<file path="src/rtl/core/hpe_pkg.sv">
// Shared types, constants and helpers for the request-line path extractor.
// Used by every file under rtl/core; no dependencies.
package hpe_pkg;

   localparam logic [7:0] CH_SPACE = 8'h20;
   localparam logic [7:0] CH_PCT   = 8'h25;
   localparam logic [7:0] CH_PLUS  = 8'h2B;
   localparam logic [7:0] CH_QUEST = 8'h3F;
   localparam logic [7:0] CH_NUL   = 8'h00;

   localparam logic [1:0] KIND_BYTE = 2'd0;
   localparam logic [1:0] KIND_OK   = 2'd1;
   localparam logic [1:0] KIND_ERR  = 2'd2;

   // results produced by one input byte, at most
   localparam int unsigned MAX_RES = 3;

   typedef enum logic [2:0] {
      PH_METHOD = 3'd0,
      PH_PATH   = 3'd1,
      PH_PCT1   = 3'd2,
      PH_PCT2   = 3'd3,
      PH_QUERY  = 3'd4,
      PH_CLOSED = 3'd5,
      PH_FAILED = 3'd6
   } hpe_phase_type;

   typedef struct packed {
      logic [7:0] in_byte;
      logic       in_last;
   } hpe_req_type;

   typedef struct packed {
      logic [1:0] out_kind;
      logic [7:0] out_byte;
      logic       out_run_end;
   } hpe_rsp_type;

   // results of one byte, handed from the decoder to the result queue
   typedef struct packed {
      logic [1:0]                cnt;
      hpe_rsp_type [MAX_RES-1:0] item;
   } hpe_push_type;

   function automatic logic is_hex(input logic [7:0] c);
      return (c >= 8'h30 && c <= 8'h39) || (c >= 8'h61 && c <= 8'h66) ||
             (c >= 8'h41 && c <= 8'h46);
   endfunction

   function automatic logic [3:0] hex_val(input logic [7:0] c);
      logic [7:0] v;
      v = 8'h00;
      if (c >= 8'h30 && c <= 8'h39)      v = c - 8'h30;
      else if (c >= 8'h61 && c <= 8'h66) v = c - 8'h57;
      else if (c >= 8'h41 && c <= 8'h46) v = c - 8'h37;
      return v[3:0];
   endfunction

endpackage

</file>
<file path="src/rtl/core/hpe_step.sv">
// Per-byte decoder: phase and held-digit registers plus the decode logic
// that turns one accepted byte into up to three results. Depends on hpe_pkg.
module hpe_step import hpe_pkg::*; (
   input  logic         clock,
   input  logic         reset,
   input  logic         accept,
   input  hpe_req_type  req,
   output hpe_push_type push
);

   hpe_phase_type phase_ff, phase_in;
   logic [7:0]    held_ff, held_in;

   logic [7:0]    c;
   logic          last;

   // effect of an ordinary path byte
   logic          pb_push;
   hpe_rsp_type   pb_res;
   hpe_phase_type pb_phase;

   hpe_rsp_type   res [MAX_RES];
   logic [1:0]    n;

   assign c    = req.in_byte;
   assign last = req.in_last;

   always_comb begin
      pb_push  = 1'b1;
      pb_res   = '{out_kind: KIND_BYTE, out_byte: c, out_run_end: 1'b0};
      pb_phase = PH_PATH;
      if (c == CH_SPACE) begin
         pb_res   = '{out_kind: KIND_OK, out_byte: 8'h00, out_run_end: 1'b0};
         pb_phase = PH_CLOSED;
      end else if (c == CH_QUEST) begin
         pb_push  = 1'b0;
         pb_phase = PH_QUERY;
      end else if (c == CH_PCT) begin
         pb_push  = 1'b0;
         pb_phase = PH_PCT1;
      end else if (c == CH_PLUS) begin
         pb_res.out_byte = CH_SPACE;
      end
   end

   always_comb begin
      res      = '{default: '0};
      n        = 2'd0;
      phase_in = phase_ff;
      held_in  = held_ff;
      if (phase_ff <= PH_QUERY && c == CH_NUL) begin
         res[0]   = '{out_kind: KIND_ERR, out_byte: 8'h00, out_run_end: 1'b0};
         n        = 2'd1;
         phase_in = PH_FAILED;
      end else begin
         unique case (phase_ff)
            PH_METHOD: begin
               if (c == CH_SPACE) phase_in = PH_PATH;
            end
            PH_PATH: begin
               res[0]   = pb_res;
               n        = {1'b0, pb_push};
               phase_in = pb_phase;
            end
            PH_PCT1: begin
               if (is_hex(c)) begin
                  held_in  = c;
                  phase_in = PH_PCT2;
               end else begin
                  // lone percent goes out literally
                  res[0]   = '{out_kind: KIND_BYTE, out_byte: CH_PCT, out_run_end: 1'b0};
                  res[1]   = pb_res;
                  n        = pb_push ? 2'd2 : 2'd1;
                  phase_in = pb_phase;
               end
            end
            PH_PCT2: begin
               held_in = 8'h00;
               if (is_hex(c)) begin
                  res[0]   = '{out_kind: KIND_BYTE,
                               out_byte: {hex_val(held_ff), hex_val(c)},
                               out_run_end: 1'b0};
                  n        = 2'd1;
                  phase_in = PH_PATH;
               end else begin
                  res[0]   = '{out_kind: KIND_BYTE, out_byte: CH_PCT, out_run_end: 1'b0};
                  res[1]   = '{out_kind: KIND_BYTE, out_byte: held_ff, out_run_end: 1'b0};
                  res[2]   = pb_res;
                  n        = pb_push ? 2'd3 : 2'd2;
                  phase_in = pb_phase;
               end
            end
            PH_QUERY: begin
               if (c == CH_SPACE) begin
                  res[0]   = '{out_kind: KIND_OK, out_byte: 8'h00, out_run_end: 1'b0};
                  n        = 2'd1;
                  phase_in = PH_CLOSED;
               end
            end
            default: ;
         endcase
      end

      if (last) begin
         // request ends with the path still open: error marker only
         if (phase_in <= PH_QUERY) begin
            res    = '{default: '0};
            res[0] = '{out_kind: KIND_ERR, out_byte: 8'h00, out_run_end: 1'b0};
            n      = 2'd1;
         end
         phase_in = PH_METHOD;
         held_in  = 8'h00;
      end

      if (n != 2'd0) res[n - 2'd1].out_run_end = 1'b1;
   end

   always_ff @(posedge clock) begin
      if (reset) begin
         phase_ff <= PH_METHOD;
         held_ff  <= 8'h00;
      end else if (accept) begin
         phase_ff <= phase_in;
         held_ff  <= held_in;
      end
   end

   always_comb begin
      push.cnt = accept ? n : 2'd0;
      for (int i = 0; i < MAX_RES; i++) begin
         push.item[i] = res[i];
      end
   end

endmodule

</file>
<file path="src/rtl/core/hpe_rsp_fifo.sv">
// Result queue: takes up to three results per cycle, returns one per cycle unless stalled.
// Flop storage with a single read port. Depends on hpe_pkg.
module hpe_rsp_fifo import hpe_pkg::*; #(
   parameter int unsigned DEPTH = 8
) (
   input  logic         clock,
   input  logic         reset,
   input  hpe_push_type push,
   output logic         room,
   output logic         rsp_valid,
   input  logic         rsp_stall,
   output hpe_rsp_type  rsp_data
);

   localparam int unsigned AW = (DEPTH > 1) ? $clog2(DEPTH) : 1;
   localparam int unsigned CW = $clog2(DEPTH + 1);

   hpe_rsp_type   mem_ff [DEPTH];
   logic [AW-1:0] wr_ptr_ff, wr_ptr_in;
   logic [AW-1:0] rd_ptr_ff, rd_ptr_in;
   logic [CW-1:0] count_ff, count_in;
   logic          pop;
   logic [AW-1:0] wr_idx [MAX_RES];

   function automatic logic [AW-1:0] wrap_add(input logic [AW-1:0] p, input logic [1:0] d);
      logic [AW+1:0] s;
      s = {2'b00, p} + {{AW{1'b0}}, d};
      if (s >= (AW+2)'(DEPTH)) s = s - (AW+2)'(DEPTH);
      return s[AW-1:0];
   endfunction

   assign pop       = rsp_valid && !rsp_stall;
   assign rsp_valid = (count_ff != '0);
   assign rsp_data  = mem_ff[rd_ptr_ff];
   assign room      = (count_ff <= CW'(DEPTH - MAX_RES));

   always_comb begin
      for (int i = 0; i < MAX_RES; i++) begin
         wr_idx[i] = wrap_add(wr_ptr_ff, 2'(i));
      end
      wr_ptr_in = wrap_add(wr_ptr_ff, push.cnt);
      rd_ptr_in = pop ? wrap_add(rd_ptr_ff, 2'd1) : rd_ptr_ff;
      count_in  = count_ff + CW'(push.cnt) - CW'(pop);
   end

   always_ff @(posedge clock) begin
      for (int i = 0; i < MAX_RES; i++) begin
         if (2'(i) < push.cnt) mem_ff[wr_idx[i]] <= push.item[i];
      end
   end

   always_ff @(posedge clock) begin
      if (reset) begin
         wr_ptr_ff <= '0;
         rd_ptr_ff <= '0;
         count_ff  <= '0;
      end else begin
         wr_ptr_ff <= wr_ptr_in;
         rd_ptr_ff <= rd_ptr_in;
         count_ff  <= count_in;
      end
   end

endmodule

</file>
<file path="src/rtl/core/http_path_extract_url_decode.sv">
// Top level of the request-line path extractor with percent decoding.
// Instantiates hpe_step and hpe_rsp_fifo; types from hpe_pkg.
//
//   channel | ports               | payload
//   --------+---------------------+------------------------------------
//   in      | req_valid/req_stall | req_data: in_byte, in_last
//   out     | rsp_valid/rsp_stall | rsp_data: out_kind, out_byte, out_run_end
//
// One byte is accepted per cycle; its 0..3 results are written into the
// result queue in the same cycle and leave it one per cycle unless stalled, the first
// one visible the cycle after acceptance at best. The queue sets
// throughput: req_stall rises while fewer than three free slots remain. Reset
// (synchronous) empties the queue and returns the decoder to PH_METHOD.
module http_path_extract_url_decode import hpe_pkg::*; #(
   parameter int unsigned FIFO_DEPTH = 8
) (
   input  logic        clock,
   input  logic        reset,
   input  logic        req_valid,
   output logic        req_stall,
   input  hpe_req_type req_data,
   output logic        rsp_valid,
   input  logic        rsp_stall,
   output hpe_rsp_type rsp_data
);

   logic         accept;
   logic         room;
   hpe_push_type push;

   assign req_stall = !room;
   assign accept    = req_valid && room;

   hpe_step u_step (
      .clock  (clock),
      .reset  (reset),
      .accept (accept),
      .req    (req_data),
      .push   (push)
   );

   hpe_rsp_fifo #(
      .DEPTH (FIFO_DEPTH)
   ) u_fifo (
      .clock     (clock),
      .reset     (reset),
      .push      (push),
      .room      (room),
      .rsp_valid (rsp_valid),
      .rsp_stall (rsp_stall),
      .rsp_data  (rsp_data)
   );

endmodule

</file>
<file path="config.mk">
export PLATFORM = sky130hd
export DESIGN_NAME = http_path_extract_url_decode
export DESIGN_NICKNAME = d
export VERILOG_FILES = /design/src/rtl/core/hpe_pkg.sv /design/src/rtl/core/hpe_step.sv /design/src/rtl/core/hpe_rsp_fifo.sv /design/src/rtl/core/http_path_extract_url_decode.sv
export SDC_FILE = /design/constraint.sdc
export NUM_CORES = 1
export LEC_CHECK = 0
export BUFFER_PORTS_ARGS = -buffer_cell sky130_fd_sc_hd__buf_2
export CORE_ASPECT_RATIO = 0.7
export CORE_MARGIN = 2
export CORE_UTILIZATION = 55
export DETAILED_ROUTE_END_ITERATION = 12
export PLACE_DENSITY = 0.72
export RECOVER_POWER = 100
export SKIP_CTS_REPAIR_TIMING = 1
export SYNTH_ARGS = -nofsm -noshare
export SYNTH_HDL_FRONTEND = slang
export SYNTH_SLANG_ARGS = --single-unit
</file>
<file path="constraint.sdc">
create_clock -name clock -period 5.64 [get_ports clock]
set_input_delay 1.128 -clock clock [delete_from_list [all_inputs] [get_ports clock]]
set_output_delay 1.128 -clock clock [all_outputs]
set_load 0.005 [all_outputs]
</file>
# Word level (Yosys, flattened, before mapping)
# Memories as Yosys holds them, arrays and structs flattened. A register that Yosys moved wholly into a read port is not among the register bits.
# Cells that the tools add are included.
# word_totals
reg_bits	21
mem_bits_rw	88
output_inout_bits	13
n_memories	1
# op_classes
addsub	18
n_lt_le_gt_ge	25
n_eq_ne	10
mux	65
bitwise_logic	1
reduce_logical	20
# mem_list
memory	depth	word_bits	read_ports	rd_ports_with_merged_regs	wr	line_no	source
u_fifo.mem_ff	8	11	1	1	3	hpe_rsp_fifo.sv:18	hpe_rsp_type mem_ff [DEPTH];
# op_table
operator	n
2-to-1 mux 33 bit	3
2-to-1 mux 8 bit	7
2-to-1 mux 3 bit	15
case mux 11 bit (4 select lines)	1
bitwise mux 33 bit	1
equality test 8 x 6 -> 1 bit (second input constant)	4
>= comparator 8 x 7 -> 1 bit (second input constant)	4
<= comparator 8 x 7 -> 1 bit (second input constant)	4
2-to-1 mux 4 bit	6
demux 11 bit (select 2 bit)	1
2-to-1 mux 11 bit	2
2-to-1 mux 22 bit	1
case mux 11 bit (2 select lines)	1
2-to-1 mux 20 bit	1
2-to-1 mux 18 bit	1
>= comparator 4 bit (second input constant)	4
>= comparator 8 x 6 -> 1 bit (second input constant)	2
<= comparator 8 x 6 -> 1 bit (second input constant)	2
2-to-1 mux 2 bit	8
case mux 8 bit (2 select lines)	1
subtractor 4 x 3 -> 4 bit (second input constant)	4
case mux 3 bit (5 select lines)	1
subtractor 3 x 1 -> 3 bit (second input constant)	5
2-to-1 mux 1 bit	12
32 further kinds	48

# Depth between registers and ports, before layout
# depth
ltp_word	18
depth_mapped	17
mapped_depth_nobuf	15

# Modules after synthesis
# From an unflattened synthesis, not the netlist that was laid out.
# hier_totals
hier_cells	921
area_unflattened_um2	8274.2
# modules_own_cells
module	instances	cells_each	area_each_um2
hpe_rsp_fifo	1	710	6819.0
hpe_step	1	209	1445.1
http_path_extract_url_decode	1	2	10.0

# Worst setup path before layout
# No wires, ideal clock.
# synth_path
path_type	input to register
from	in req_data[1] in the netlist's numbering
to	mem u_fifo.mem_ff[0][0] in the netlist's numbering (enable)
setup_time_ps	420
arrival_time_ps	4456
required_ps	5220
setup_slack_ps	764
path_stages	10
n_path_buf	1
path_cell_list	clkbuf_1 inv_1 ha_1 or3b_2 nand4b_1 o211ai_1 o31a_1 o21ai_0 o311ai_1 o311ai_0
# synth_lines
item	line_no	source
start, declared	http_path_extract_url_decode.sv:21	input hpe_req_type req_data,
end, declared	hpe_rsp_fifo.sv:18	

==> results.md <==
- GRT Total Usage: 34.60%
- CTS Sinks: roughly 110
- Antenna diodes: 0
- Post-DP HPWL: between 15000 and 20000 µm
- Worst min path class: reg -> reg
- GR Overflow Total: 0
- Fraction of layout cells with a size suffix above 1: 14.75%
- Gpl congestion: 1.034
- Maxcap violations: 0
- Predominant post-synthesis flop cell: edfxtp_1
- Clock Tree Root: clkbuf_16
- Pins Over Slew Limit: 0
- DR pass1 iterations: 7
- Setup WS post-layout: between 0.4 and 0.5 ns
- Clock Skews: about 0.0073 ns
- Distinct cell type count after synthesis: 73
- Port bufs: 25
- Slew headroom: between 10 and 15%
- Critical path arrival: approximately 5.2 ns
- Met3 Track Usage GR: between 10% and 20%
- Required time worst endpoint: between 5 and 6 ns
- RSZ-0062 raised after global routing: no
- FF+latch count, synth: 112
- Total number of vias: slightly below 6000
- Die height: between 90 and 100 µm
- CORE AREA: 11850 µm²
- Met2 usage: 49.00%
- Dpl cells: around 790
- Vias in the first global route: roughly 5600
- Post-Syn Area per Cell: between 10 and 15 µm²
- Final Net Count: ~670
- H-tree levels: 3
- Yosys warns: 0
- Die width: roughly 140 µm
- Status: finished clean
- Initial DRC Count: about 870
- Worst setup EP type: register
- Clk_lat worst skew: 0.36 ns
- Final cell count without fillers: ~800
- GRT busiest layer: met1
- P&R area growth vs syn: 9.424%
- Final hold vios: 0
- TNS Setup: 0 ns
- Post-DRT Antenna Nets: 0
- Number of synthesized flops with an enable pin: just under 90
- DRC: 0
- PwrDens: around 290 nW/µm²
- Library cell with the largest summed area after synthesis: edfxtp_1
- Place WS: 0.6197 ns
- Wirelength per Cell: between 20 and 30 µm
- Worst-margin pin slew: roughly 1.3 ns
- Worst-path clk slew: ~0.080 ns
- Power Total: 2.134 mW
- Met1 usage: roughly 50%
- Synth area leaders: edfxtp_1 39%, mux4_2 7.3%, dfxtp_1 7.1%
- Largest net degree at the start of global routing: 23
- Mapped Area: a little under 7000 µm²
- Vias per cell: about 7.3
- Leak: roughly 2.5 nW
- Crit-path max FO: 12
- Max Buffers Root-to-Sink: 2
- Ys async rst share: 0%
- Final Util: a little over three fifths
- F_max: slightly below 200 MHz
- FP Rows: 33
- TritonCTS Buffers: 9
- Final WL: ~22000 µm
- First-pass GRT wire length: between 30000 and 40000 µm
- Yosys top cell area share: approximately 40%
- Crit Path Category: in -> reg
- Worst Setup Start Kind: input port
- Final min period: between 5 and 6 ns
- Ports: 26
- Syn_nets: 640
- Die ar.: 13230 µm²
- Peak VDD IR: around 0.3 mV
- Part of the Yosys area used for sequential elements: 46.12%
- Count leader, synth: edfxtp_1
- Synth Instances: about 600
- CTS tree: built
- Initial Util: between 50 and 60%
- Part of the cycle the worst path needs: just over 90%
- Setup violations, final: 0
- Synth cell count leaders: 88 x edfxtp_1, 42 x o21ai_0, 38 x o221ai_1, 35 x nor2_1, 30 x nand2_1
- Initial antenna violation count: 0
cell families after synthesis:
kind of cell | share of synthesized area (%)
AO/OA/AOI/OAI | 19.22
XOR/XNOR | 0.9054
adder cells (fa/ha/maj) | 3.917
buffers and inverters | 3.511
flip-flops | 46.12
multiplexers | 12.25
AND/OR/NAND/NOR | 14.08
metal layers:
metal / part of all wire [%] / up-vias
li1: - / 2499
met1: 41 / 2809
met2: 42 / 470
met3: 14 / 76
met4: 3.1 / 0
met5: 0 / -
worst max-delay path: stages:
cell and delay, ns:
clkbuf_1 0.24, or3_1 0.52, nor3_1 0.61, o22a_1 0.43
nor2_1 0.27, o41ai_1 0.39, a31oi_1 0.24, o21ai_0 1.07
buf_4 0.34
sequential cells by signal (all words and copies together), names as in the netlist, named ones only:
register and flops:
u_step.phase_ff 3, u_step.held_ff 8, u_fifo.wr_ptr_ff 3, u_fifo.count_ff 4, u_fifo.mem_ff 88, u_fifo.rd_ptr_ff 3
placed cells by master (no fill, tap or decap), types with 20 or more instances in the layout:
master / n
edfxtp_1: 88
o21ai_0: 43
o221ai_1: 38
nor2_1: 35
nand2_1: 30
dfxtp_1: 24
inv_1: 23
o211ai_1: 22
mux4_2: 22
buf_4: 22
mux2i_1: 21
clkbuf_1: 20
final cells by class:
cell class	count	area, µm²
repair buffers	55	307.8
clock buffers	11	232.7
inverters	24	91.34
clock inverters	5	51.30
flip-flops and latches	112	3123
multi-input cells	437	3407
well taps	157	196.4
fillers	954	4441
final timing paths:
path / startpoint / end / slack [ns] / cells past startpoint
setup reg to reg: u_step.phase_ff[0] / u_fifo.mem_ff[5][0] / 1.30 / 10
hold / removal: u_fifo.rd_ptr_ff[1] / u_fifo.rd_ptr_ff[1] / 0.56 / 2
hold reg to reg: u_fifo.rd_ptr_ff[1] / u_fifo.rd_ptr_ff[1] / 0.56 / 2
setup / recovery: req_data[3] / u_fifo.mem_ff[6][2] / 0.46 / 9
through the flow:
step | hold WS, ns | instance area [µm²]
finish | 0.5565 | 7410
global route | 0.5891 | 7410
CTS | 0.5661 | 7476
detailed placement | 0.5525 | 7192
global placement | 0.5272 | 7192
floorplan | 0.4847 | 6771
power breakdown:
group / internal (mW) / switching (mW) / leakage (nW)
Combinational: 0.244 / 0.282 / 1.37
Clock: 0.309 / 0.313 / 0.137
Sequential: 0.934 / 0.0515 / 0.986
Note: power is estimated with default switching activity, not from simulation.
